`src/hw/rtl/itp_pkg.sv`:
```
// Shared types, character codes and helper functions of the infix to prefix converter.
`timescale 1ns / 1ps

package itp_pkg;

   // Character codes
   localparam logic [7:0] CH_CARET  = 8'h5E;
   localparam logic [7:0] CH_STAR   = 8'h2A;
   localparam logic [7:0] CH_SLASH  = 8'h2F;
   localparam logic [7:0] CH_MINUS  = 8'h2D;
   localparam logic [7:0] CH_PLUS   = 8'h2B;
   localparam logic [7:0] CH_LPAREN = 8'h28;
   localparam logic [7:0] CH_RPAREN = 8'h29;
   localparam logic [7:0] CH_LC_A   = 8'h61;
   localparam logic [7:0] CH_LC_Z   = 8'h7A;
   localparam logic [7:0] CH_UC_A   = 8'h41;
   localparam logic [7:0] CH_UC_Z   = 8'h5A;
   localparam logic [7:0] CH_DIG_0  = 8'h30;
   localparam logic [7:0] CH_DIG_9  = 8'h39;

   typedef logic [1:0] prec_type;

   typedef enum logic [3:0] {
      ST_LOAD,
      ST_SCAN_RD,
      ST_SCAN_LATCH,
      ST_EVAL,
      ST_REFILL_EVAL,
      ST_REFILL_SCAN,
      ST_FLUSH,
      ST_REFILL_FLUSH,
      ST_EMIT_RD,
      ST_EMIT_LOAD,
      ST_EMIT_WAIT
   } state_type;

   // Controller to datapath
   typedef struct packed {
      logic load_char;
      logic scan_rd;
      logic latch_cur;
      logic put_cur;
      logic push;
      logic pop_put;
      logic pop_drop;
      logic refill;
      logic emit_start;
      logic emit_rd;
      logic emit_load;
      logic emit_empty;
      logic finish;
   } cmd_type;

   // Datapath to controller
   typedef struct packed {
      logic k_zero;
      logic sp_zero;
      logic j_zero;
      logic cur_operand;
      logic cur_lparen;
      logic cur_rparen;
      logic top_lparen;
      logic pops;
      logic rsp_taken;
      logic rsp_last;
   } stat_type;

   function automatic prec_type prec_of(input logic [7:0] c);
      prec_type p;
      case (c)
         CH_CARET:           p = 2'd3;
         CH_STAR, CH_SLASH:  p = 2'd2;
         CH_PLUS, CH_MINUS:  p = 2'd1;
         default:            p = 2'd0;
      endcase
      return p;
   endfunction

   function automatic logic is_operand(input logic [7:0] c);
      return ((c >= CH_LC_A) && (c <= CH_LC_Z)) ||
             ((c >= CH_UC_A) && (c <= CH_UC_Z)) ||
             ((c >= CH_DIG_0) && (c <= CH_DIG_9));
   endfunction

   function automatic logic [7:0] swap_paren(input logic [7:0] c);
      logic [7:0] r;
      case (c)
         CH_LPAREN: r = CH_RPAREN;
         CH_RPAREN: r = CH_LPAREN;
         default:   r = c;
      endcase
      return r;
   endfunction

endpackage

```
`src/hw/rtl/itp_ram.sv`:
```
// Generic single-write, single-read RAM with registered read data.
`timescale 1ns / 1ps

module itp_ram #(
   parameter int WIDTH = 8,
   parameter int DEPTH = 64
) (
   input  logic                     clock,
   input  logic                     wr_en,
   input  logic [$clog2(DEPTH)-1:0] wr_addr,
   input  logic [WIDTH-1:0]         wr_data,
   input  logic                     rd_en,
   input  logic [$clog2(DEPTH)-1:0] rd_addr,
   output logic [WIDTH-1:0]         rd_data
);

   logic [WIDTH-1:0] mem [DEPTH];

   always_ff @(posedge clock) begin
      if (wr_en) begin
         mem[wr_addr] <= wr_data;
      end
      if (rd_en) begin
         rd_data <= mem[rd_addr];
      end
   end

endmodule

```
`src/hw/rtl/itp_ctrl.sv`:
```
// Controller state machine of the infix to prefix converter.
`timescale 1ns / 1ps

module itp_ctrl (
   input  logic             clock,
   input  logic             reset,
   input  logic             req_valid,
   input  logic             req_in_last,
   input  itp_pkg::stat_type stat,
   output itp_pkg::cmd_type  cmd,
   output logic             req_stall
);
   import itp_pkg::*;

   state_type state_ff, state_in;

   always_ff @(posedge clock) begin
      if (reset) begin
         state_ff <= ST_LOAD;
      end else begin
         state_ff <= state_in;
      end
   end

   // Next state
   always_comb begin
      state_in = state_ff;
      unique case (state_ff)
         ST_LOAD: begin
            if (req_valid && req_in_last) state_in = ST_SCAN_RD;
         end
         ST_SCAN_RD: begin
            state_in = stat.k_zero ? ST_FLUSH : ST_SCAN_LATCH;
         end
         ST_SCAN_LATCH: state_in = ST_EVAL;
         ST_EVAL: begin
            if (stat.cur_operand || stat.cur_lparen) begin
               state_in = ST_SCAN_RD;
            end else if (stat.cur_rparen) begin
               if (stat.sp_zero)         state_in = ST_SCAN_RD;
               else if (stat.top_lparen) state_in = ST_REFILL_SCAN;
               else                      state_in = ST_REFILL_EVAL;
            end else begin
               state_in = (!stat.sp_zero && stat.pops) ? ST_REFILL_EVAL : ST_SCAN_RD;
            end
         end
         ST_REFILL_EVAL:  state_in = ST_EVAL;
         ST_REFILL_SCAN:  state_in = ST_SCAN_RD;
         ST_FLUSH: begin
            state_in = stat.sp_zero ? ST_EMIT_RD : ST_REFILL_FLUSH;
         end
         ST_REFILL_FLUSH: state_in = ST_FLUSH;
         ST_EMIT_RD: begin
            state_in = stat.j_zero ? ST_EMIT_WAIT : ST_EMIT_LOAD;
         end
         ST_EMIT_LOAD:    state_in = ST_EMIT_WAIT;
         ST_EMIT_WAIT: begin
            if (stat.rsp_taken) state_in = stat.rsp_last ? ST_LOAD : ST_EMIT_RD;
         end
         default:         state_in = ST_LOAD;
      endcase
   end

   // Outputs
   always_comb begin
      cmd       = '0;
      req_stall = 1'b1;
      unique case (state_ff)
         ST_LOAD: begin
            req_stall     = 1'b0;
            cmd.load_char = req_valid;
         end
         ST_SCAN_RD:    cmd.scan_rd   = !stat.k_zero;
         ST_SCAN_LATCH: cmd.latch_cur = 1'b1;
         ST_EVAL: begin
            if (stat.cur_operand) begin
               cmd.put_cur = 1'b1;
            end else if (stat.cur_lparen) begin
               cmd.push = 1'b1;
            end else if (stat.cur_rparen) begin
               if (!stat.sp_zero) begin
                  cmd.pop_drop = stat.top_lparen;
                  cmd.pop_put  = !stat.top_lparen;
               end
            end else if (!stat.sp_zero && stat.pops) begin
               cmd.pop_put = 1'b1;
            end else begin
               cmd.push = 1'b1;
            end
         end
         ST_REFILL_EVAL, ST_REFILL_SCAN, ST_REFILL_FLUSH: cmd.refill = 1'b1;
         ST_FLUSH: begin
            cmd.pop_put    = !stat.sp_zero;
            cmd.emit_start = stat.sp_zero;
         end
         ST_EMIT_RD: begin
            cmd.emit_empty = stat.j_zero;
            cmd.emit_rd    = !stat.j_zero;
         end
         ST_EMIT_LOAD: cmd.emit_load = 1'b1;
         ST_EMIT_WAIT: cmd.finish = stat.rsp_taken && stat.rsp_last;
         default: ;
      endcase
   end

endmodule

```
`src/hw/rtl/itp_dp.sv`:
```
// Datapath of the infix to prefix converter: buffers, stack, counters, result register.
`timescale 1ns / 1ps

module itp_dp #(
   parameter int MAX_LEN = 64
) (
   input  logic              clock,
   input  logic              reset,
   input  itp_pkg::cmd_type  cmd,
   output itp_pkg::stat_type stat,
   input  logic [7:0]        req_in_char,
   input  logic              req_in_last,
   input  logic              rsp_stall,
   output logic              rsp_valid,
   output logic [7:0]        rsp_out_char,
   output logic              rsp_out_last,
   output logic              rsp_out_empty,
   output logic              rsp_out_overflow
);
   import itp_pkg::*;

   localparam int CW = $clog2(MAX_LEN + 1);
   localparam int IW = $clog2(MAX_LEN);

   logic [CW-1:0] len_ff, len_in, k_ff, k_in, sp_ff, sp_in;
   logic [CW-1:0] alen_ff, alen_in, j_ff, j_in;
   logic          ovf_ff, ovf_in;
   logic [7:0]    cur_ff, cur_in, top_ff, top_in;
   logic          rsp_valid_ff, rsp_valid_in;
   logic [7:0]    rsp_char_ff, rsp_char_in;
   logic          rsp_last_ff, rsp_last_in, rsp_empty_ff, rsp_empty_in;

   logic          has_room, rsp_taken;
   logic [CW-1:0] len_inc, k_dec, sp_dec2, j_dec;
   logic [7:0]    expr_rdata, stk_rdata, ans_rdata;
   prec_type      p_cur, p_top;

   assign has_room  = len_ff < CW'(MAX_LEN);
   assign len_inc   = len_ff + CW'(1);
   assign k_dec     = k_ff - CW'(1);
   assign sp_dec2   = sp_ff - CW'(2);
   assign j_dec     = j_ff - CW'(1);
   assign rsp_taken = rsp_valid_ff && !rsp_stall;

   itp_ram #(.WIDTH(8), .DEPTH(MAX_LEN)) u_expr (
      .clock   (clock),
      .wr_en   (cmd.load_char && has_room),
      .wr_addr (len_ff[IW-1:0]),
      .wr_data (req_in_char),
      .rd_en   (cmd.scan_rd),
      .rd_addr (k_dec[IW-1:0]),
      .rd_data (expr_rdata)
   );

   // Stack top lives in top_ff; a pop reads the entry below it back.
   itp_ram #(.WIDTH(8), .DEPTH(MAX_LEN)) u_stack (
      .clock   (clock),
      .wr_en   (cmd.push),
      .wr_addr (sp_ff[IW-1:0]),
      .wr_data (cur_ff),
      .rd_en   (cmd.pop_put || cmd.pop_drop),
      .rd_addr (sp_dec2[IW-1:0]),
      .rd_data (stk_rdata)
   );

   itp_ram #(.WIDTH(8), .DEPTH(MAX_LEN)) u_answer (
      .clock   (clock),
      .wr_en   (cmd.put_cur || cmd.pop_put),
      .wr_addr (alen_ff[IW-1:0]),
      .wr_data (cmd.put_cur ? cur_ff : top_ff),
      .rd_en   (cmd.emit_rd),
      .rd_addr (j_dec[IW-1:0]),
      .rd_data (ans_rdata)
   );

   always_comb begin
      len_in       = len_ff;
      ovf_in       = ovf_ff;
      k_in         = k_ff;
      sp_in        = sp_ff;
      alen_in      = alen_ff;
      j_in         = j_ff;
      cur_in       = cur_ff;
      top_in       = top_ff;
      rsp_valid_in = rsp_valid_ff && !rsp_taken;
      rsp_char_in  = rsp_char_ff;
      rsp_last_in  = rsp_last_ff;
      rsp_empty_in = rsp_empty_ff;

      if (cmd.load_char) begin
         if (has_room) len_in = len_inc;
         else          ovf_in = 1'b1;
         if (req_in_last) begin
            k_in    = has_room ? len_inc : len_ff;
            sp_in   = '0;
            alen_in = '0;
         end
      end
      if (cmd.scan_rd)   k_in   = k_dec;
      if (cmd.latch_cur) cur_in = swap_paren(expr_rdata);
      if (cmd.put_cur)   alen_in = alen_ff + CW'(1);
      if (cmd.push) begin
         sp_in  = sp_ff + CW'(1);
         top_in = cur_ff;
      end
      if (cmd.pop_put) begin
         alen_in = alen_ff + CW'(1);
         sp_in   = sp_ff - CW'(1);
      end
      if (cmd.pop_drop)   sp_in  = sp_ff - CW'(1);
      if (cmd.refill)     top_in = stk_rdata;
      if (cmd.emit_start) j_in   = alen_ff;
      if (cmd.emit_rd)    j_in   = j_dec;
      if (cmd.emit_load) begin
         rsp_valid_in = 1'b1;
         rsp_char_in  = ans_rdata;
         rsp_last_in  = (j_ff == '0);
         rsp_empty_in = 1'b0;
      end
      if (cmd.emit_empty) begin
         rsp_valid_in = 1'b1;
         rsp_char_in  = '0;
         rsp_last_in  = 1'b1;
         rsp_empty_in = 1'b1;
      end
      if (cmd.finish) begin
         len_in = '0;
         ovf_in = 1'b0;
         sp_in  = '0;
      end
   end

   always_ff @(posedge clock) begin
      if (reset) begin
         len_ff       <= '0;
         ovf_ff       <= 1'b0;
         k_ff         <= '0;
         sp_ff        <= '0;
         alen_ff      <= '0;
         j_ff         <= '0;
         rsp_valid_ff <= 1'b0;
      end else begin
         len_ff       <= len_in;
         ovf_ff       <= ovf_in;
         k_ff         <= k_in;
         sp_ff        <= sp_in;
         alen_ff      <= alen_in;
         j_ff         <= j_in;
         rsp_valid_ff <= rsp_valid_in;
      end
   end

   always_ff @(posedge clock) begin
      cur_ff       <= cur_in;
      top_ff       <= top_in;
      rsp_char_ff  <= rsp_char_in;
      rsp_last_ff  <= rsp_last_in;
      rsp_empty_ff <= rsp_empty_in;
   end

   assign p_cur = prec_of(cur_ff);
   assign p_top = prec_of(top_ff);

   always_comb begin
      stat             = '0;
      stat.k_zero      = (k_ff == '0);
      stat.sp_zero     = (sp_ff == '0);
      stat.j_zero      = (j_ff == '0);
      stat.cur_operand = is_operand(cur_ff);
      stat.cur_lparen  = (cur_ff == CH_LPAREN);
      stat.cur_rparen  = (cur_ff == CH_RPAREN);
      stat.top_lparen  = (top_ff == CH_LPAREN);
      // '^' is right associative: it pops on equal precedence
      stat.pops        = (cur_ff == CH_CARET) ? (p_cur <= p_top) : (p_cur < p_top);
      stat.rsp_taken   = rsp_taken;
      stat.rsp_last    = rsp_last_ff;
   end

   assign rsp_valid        = rsp_valid_ff;
   assign rsp_out_char     = rsp_char_ff;
   assign rsp_out_last     = rsp_last_ff;
   assign rsp_out_empty    = rsp_empty_ff;
   assign rsp_out_overflow = ovf_ff;

endmodule

```
`src/hw/rtl/infix_to_prefix_converter.sv`:
```
// Top level of the infix to prefix converter: controller, datapath and checks.
`timescale 1ns / 1ps

// Usage:
//  - req channel: one ASCII character per item (req_in_char), req_in_last marks
//    the end of the expression. Items are taken one per cycle while loading.
//  - Up to MAX_LEN characters are stored; later ones are dropped and every
//    result item of that expression carries rsp_out_overflow.
//  - After the last item req_stall stays high while the stored expression is
//    scanned backwards with an operator stack held in a RAM (top cached in a
//    register). Each scanned character is read, latched and evaluated, and each
//    stack pop adds a refill of the top, since the RAM read behind the top is registered.
//  - rsp channel: the prefix form, one character per item, rsp_out_last on
//    the final one. An empty answer gives a single item with rsp_out_empty and
//    rsp_out_last set and rsp_out_char zero.
//  - Each result item goes through an answer RAM read, a result register load and
//    the handoff; the result register holds still while rsp_stall is high.
//  - Loading of the next expression starts once the last result is taken.
//  - Reset (synchronous, active high) clears all counters and the state machine;
//    buffer contents are not cleared and need no clearing pass.
module infix_to_prefix_converter #(
   parameter int MAX_LEN = 64
) (
   input  logic       clock,
   input  logic       reset,
   input  logic       req_valid,
   output logic       req_stall,
   input  logic [7:0] req_in_char,
   input  logic       req_in_last,
   output logic       rsp_valid,
   input  logic       rsp_stall,
   output logic [7:0] rsp_out_char,
   output logic       rsp_out_last,
   output logic       rsp_out_empty,
   output logic       rsp_out_overflow
);
   import itp_pkg::*;

   cmd_type  cmd;
   stat_type stat;

   itp_ctrl u_ctrl (
      .clock       (clock),
      .reset       (reset),
      .req_valid   (req_valid),
      .req_in_last (req_in_last),
      .stat        (stat),
      .cmd         (cmd),
      .req_stall   (req_stall)
   );

   itp_dp #(.MAX_LEN(MAX_LEN)) u_dp (
      .clock            (clock),
      .reset            (reset),
      .cmd              (cmd),
      .stat             (stat),
      .req_in_char      (req_in_char),
      .req_in_last      (req_in_last),
      .rsp_stall        (rsp_stall),
      .rsp_valid        (rsp_valid),
      .rsp_out_char     (rsp_out_char),
      .rsp_out_last     (rsp_out_last),
      .rsp_out_empty    (rsp_out_empty),
      .rsp_out_overflow (rsp_out_overflow)
   );

   // No new characters while a result is pending
   a_no_load_while_emit: assert property (@(posedge clock) disable iff (reset)
      rsp_valid |-> req_stall)
      else $error("input taken while a result item is pending");

   // An empty answer is always a single, final item
   a_empty_is_last: assert property (@(posedge clock) disable iff (reset)
      (rsp_valid && rsp_out_empty) |-> (rsp_out_last && (rsp_out_char == 8'd0)))
      else $error("empty result item not marked last or carries a character");

   // After the final item is taken the block is back to loading
   a_reload_after_last: assert property (@(posedge clock) disable iff (reset)
      (rsp_valid && !rsp_stall && rsp_out_last) |=> (!rsp_valid && !req_stall))
      else $error("block not ready for a new expression after the last result");

endmodule

```
`config.mk`:
```
export PLATFORM = sky130hd
export DESIGN_NAME = infix_to_prefix_converter
export DESIGN_NICKNAME = d
export VERILOG_FILES = /design/src/hw/rtl/itp_pkg.sv /design/src/hw/rtl/itp_ram.sv /design/src/hw/rtl/itp_ctrl.sv /design/src/hw/rtl/itp_dp.sv /design/src/hw/rtl/infix_to_prefix_converter.sv
export SDC_FILE = /design/constraint.sdc
export NUM_CORES = 2
export LEC_CHECK = 0
export ABC_AREA = 1
export ABC_CLOCK_PERIOD_IN_PS = 4800
export BUFFER_PORTS_ARGS = -buffer_cell sky130_fd_sc_hd__buf_2
export CAP_MARGIN = 20
export CORE_MARGIN = 5
export CORE_UTILIZATION = 27
export CTS_BUF_LIST = sky130_fd_sc_hd__clkbuf_8
export CTS_CLUSTER_SIZE = 8
export DETAILED_ROUTE_END_ITERATION = 8
export GPL_TIMING_DRIVEN = 0
export MAX_ROUTING_LAYER = met4
export PLACE_DENSITY = 0.44
export SLEW_MARGIN = 20
export SYNTH_ARGS = -nofsm -noshare
export SYNTH_HDL_FRONTEND = slang
export SYNTH_SLANG_ARGS = --single-unit
```
`constraint.sdc`:
```
create_clock -name clock -period 4.8 [get_ports clock]
set_input_delay 0.48 -clock clock [delete_from_list [all_inputs] [get_ports clock]]
set_output_delay 0.48 -clock clock [all_outputs]
set_load 0.01 [all_outputs]
```
==> impl_metrics.ini <==
[synthesis]
synthAdderAreaFrac_pct = 0.302
synth-simple-area-share_pct = 10.1
synth-compound-area-share_pct = 12.3
ys_top_cells_by_area = edfxtp_1 (71%), nor2_1 (6.9%), o21ai_0 (6.0%)
synthFlopType = edfxtp_1
ys_warn_count = 0
synthCells = 5246
syn_avg_cell_area_um2 = 12.6
synth_top_family_by_area = compound AO/OA/AOI/OAI gates
synthArstFlopShare_pct = 0
syn_nets = 5275
yosysTopAreaCell = edfxtp_1
synth_commonest_cells = edfxtp_1 (1,576), nor2_1 (1,216), o21ai_0 (798)
yosysSeqAreaShare_pct = 73.0
ys_types = 54
synth_edf_count = 1576
synth_top_area_share_pct = 71.5
netlist_area_um2 = 66200
synth_seq_cells = 1627
muxShareOfSynthArea_pct = 0.816
synth_xor_area_share_pct = 0.376
synth.most_common_cell = edfxtp_1

[sta]
layout_setup_ws_ps = 157
hold_viol_final = 0
setup_viol = 0
hold_slack_ps = 49.3
timing.slew.headroom_pct = 22.9
fin_crit_ps = 4640
fin_crit_sh_pct = 96.7
tightest_slew_ps = 1160
fmax_mhz = 215
slew_viol_final = 0
rsz0062_at_grt = false
skew_ps = 123

[clock_network]
cts.clk_slew.worst_paths_ps = 60
post_cts_buffers = 0
clkSinkCount = 1627
numCtsBuffers = 306
cts_buffer_depth = 4
cts_root_buf = clkbuf_8
clk_latency_ps = 1050
h-tree-depth = 5
cts_tree = done

[floorplanning]
io_pins = 26
die_area_um2 = 255000
core-area_um2 = 244000
start_util_pct = 27.2
dieWidth_um = 505
die_h_um = 505
rows = 181

[place]
globalplace.congestion = 0.967
dp_slack_ps = -49.0
hpwl_um = 155000
post-place-cells = 8529
io_buffers = 24

[critical_path]
path_class = flip-flop to flip-flop
critical_path_peak_fanout = 11
critical_path.endpoint = u_dp.u_answer.rd_data[0]
worst_setup_path_end_kind = flip-flop
rr_endpoint = u_dp.u_answer.rd_data[0]
cp.required_ps = 5540
reg2reg_depth = 11
reg2reg_slack_ps = 160
cp.arrival_ps = 5390
r2r_start = u_dp.j_ff[0]
crit_path_start_kind = flip-flop
startpoint = u_dp.j_ff[0]

[global_route]
overflow = 0
grt_first_pass_wirelength_um = 321000
grtUsageTotal_pct = 17.6
antenna_found_initial = 8
grt_pass1_vias = 44492
grt_max_degree = 65

[cells_and_area]
area_delta_synth_final_pct = 16.5
drive_above_1_share_pct = 10.4
final_nets = 5674
instances_no_fill = 9054

[drt]
drc = 0
dr.first_iter.drc_count = 4399
drt-total-wl_um = 225000
antenna_left = 0
wl_per_cell_um = 24.9
firstDrtPassIters = 8
vias = 44937
vias_per_cell = 4.96

[power]
p_leak_nw = 25.0
p_per_area_nw_per_um2 = 532
irDropWorstVdd_v = 0.000289

[status]
status = finished, final reports clean

[flow_run]
cap_violations = 0

[hold_path]
hold_path_class = input port to flip-flop
worst max-delay path, cell delays in order (launching register included):
cell,delay [ps]
dfxtp_1,620
inv_2,270
buf_2,280
clkbuf_1,300
ha_1,580
clkbuf_1,520
clkbuf_2,460
o22ai_1,240
o211ai_1,500
nand3_1,220
nand3_1,150
nand2_1,180
sequential cells by signal, summed over array words and instances, names as in the netlist, 4 cells and up:
| signal | flops |
|---|---|
| u_dp.u_answer.mem | 512 |
| u_dp.u_expr.mem | 512 |
| u_dp.u_stack.mem | 512 |
| u_dp.cur_ff | 8 |
| u_dp.rsp_out_char | 8 |
| u_dp.top_ff | 8 |
| u_dp.u_answer.rd_data | 8 |
| u_dp.u_expr.rd_data | 8 |
| u_dp.u_stack.rd_data | 8 |
| u_dp.alen_ff | 7 |
| u_dp.j_ff | 7 |
| u_dp.k_ff | 7 |
| u_dp.len_ff | 7 |
| u_dp.sp_ff | 7 |
| u_ctrl.state_ff | 4 |
power breakdown:
| group | internal (mW) | switching (mW) |
|---|---|---|
| Combinational | 3.13 | 8.94 |
| Clock | 6.33 | 5.90 |
| Sequential | 16.5 | 0.204 |
worst min-delay path by stage:
stage,start,endpoint,slack [ps],cells after the start
3_5_place_dp,u_dp.rsp_out_empty,u_dp.rsp_out_empty,450,2
6_report,req_in_char[3],u_dp.u_expr.mem[14][3],50,1
4_1_cts,req_in_char[3],u_dp.u_expr.mem[14][3],5,1
2_1_floorplan,u_dp.sp_ff[6],u_dp.sp_ff[6],460,2
5_1_grt,req_in_char[3],u_dp.u_expr.mem[14][3],20,1
3_3_place_gp,u_dp.rsp_out_empty,u_dp.rsp_out_empty,440,2
cells in the final DEF (no fill, tap or decap), drive strengths merged, types with 6 or more instances in the layout:
cell type,synthesis,layout
and2,6,6
clkbuf,211,527
o22ai,105,105
nand3,202,202
ha,16,16
nand2,197,197
diode,0,9
dlygate4sd3,0,11
nor3,13,13
a21oi,37,37
o211ai,305,305
edfxtp,1576,1576
inv,145,224
buf,125,204
nor2,1223,1223
dfxtp,51,51
xor2,20,20
clkinv,4,104
o21ai,853,853
o221ai,66,66
mux2i,54,54
stage by stage:
| stage | setup TNS (ps) | util, % | cell area, um^2 | total power [mW] |
|---|---|---|---|---|
| after global placement | -4423830 | 28.9 | 70300 | 28.5 |
| after floorplan | -182690 | - | 66200 | 23.1 |
| after global routing | 0 | 31.6 | 77100 | 42.7 |
| final | 0 | 31.6 | 77100 | 41.0 |
| after CTS | 0 | 31.6 | 77100 | 41.2 |
| after detailed placement | -123 | 29.4 | 71700 | 28.9 |
what timing repair did:
| action | in CTS | in global routing |
|---|---|---|
| endpoints found under the hold margin | 217 | 0 |
| hold buffers | 11 | 0 |
| resized for setup | 3 | 7 |
| pin swaps | 0 | 1 |
| setup endpoints to repair | 5 | 200 |
logic make-up (layout without fill, tap and decap cells):
group,Yosys count,after routing
AND/OR/NAND/NOR,1652,1652
other,0,9
flip-flops,1627,1627
buffers and inverters,485,1082
XOR/XNOR,25,25
adder cells (fa/ha/maj),16,16
multiplexers,54,54
AO/OA/AOI/OAI,1387,1387
routing by layer:
metal | track usage [%] | part of all wire (%) | up-vias
met1 | 23.5 | 44 | 22700
met2 | 27.6 | 47 | 1611
met5 | - | 0 | -
li1 | - | - | 20207
met3 | 2.95 | 6.5 | 419
met4 | 4.89 | 2.8 | 0
area by class of cell:
| cell class | count | area (um^2) |
|---|---|---|
| Antenna cell | 9 | 22.5 |
| Buffer | 335 | 1500 |
| Clock buffer | 317 | 4360 |
| Clock inverter | 189 | 913 |
| Fill cell | 24616 | 167000 |
| Inverter | 149 | 567 |
| Multi-Input combinational cell | 3134 | 15900 |
| Sequential cell | 1627 | 48300 |
| Tap cell | 3202 | 4010 |
| Timing Repair Buffer | 92 | 1480 |
No activity file was read; power rests on OpenSTA's default activity.
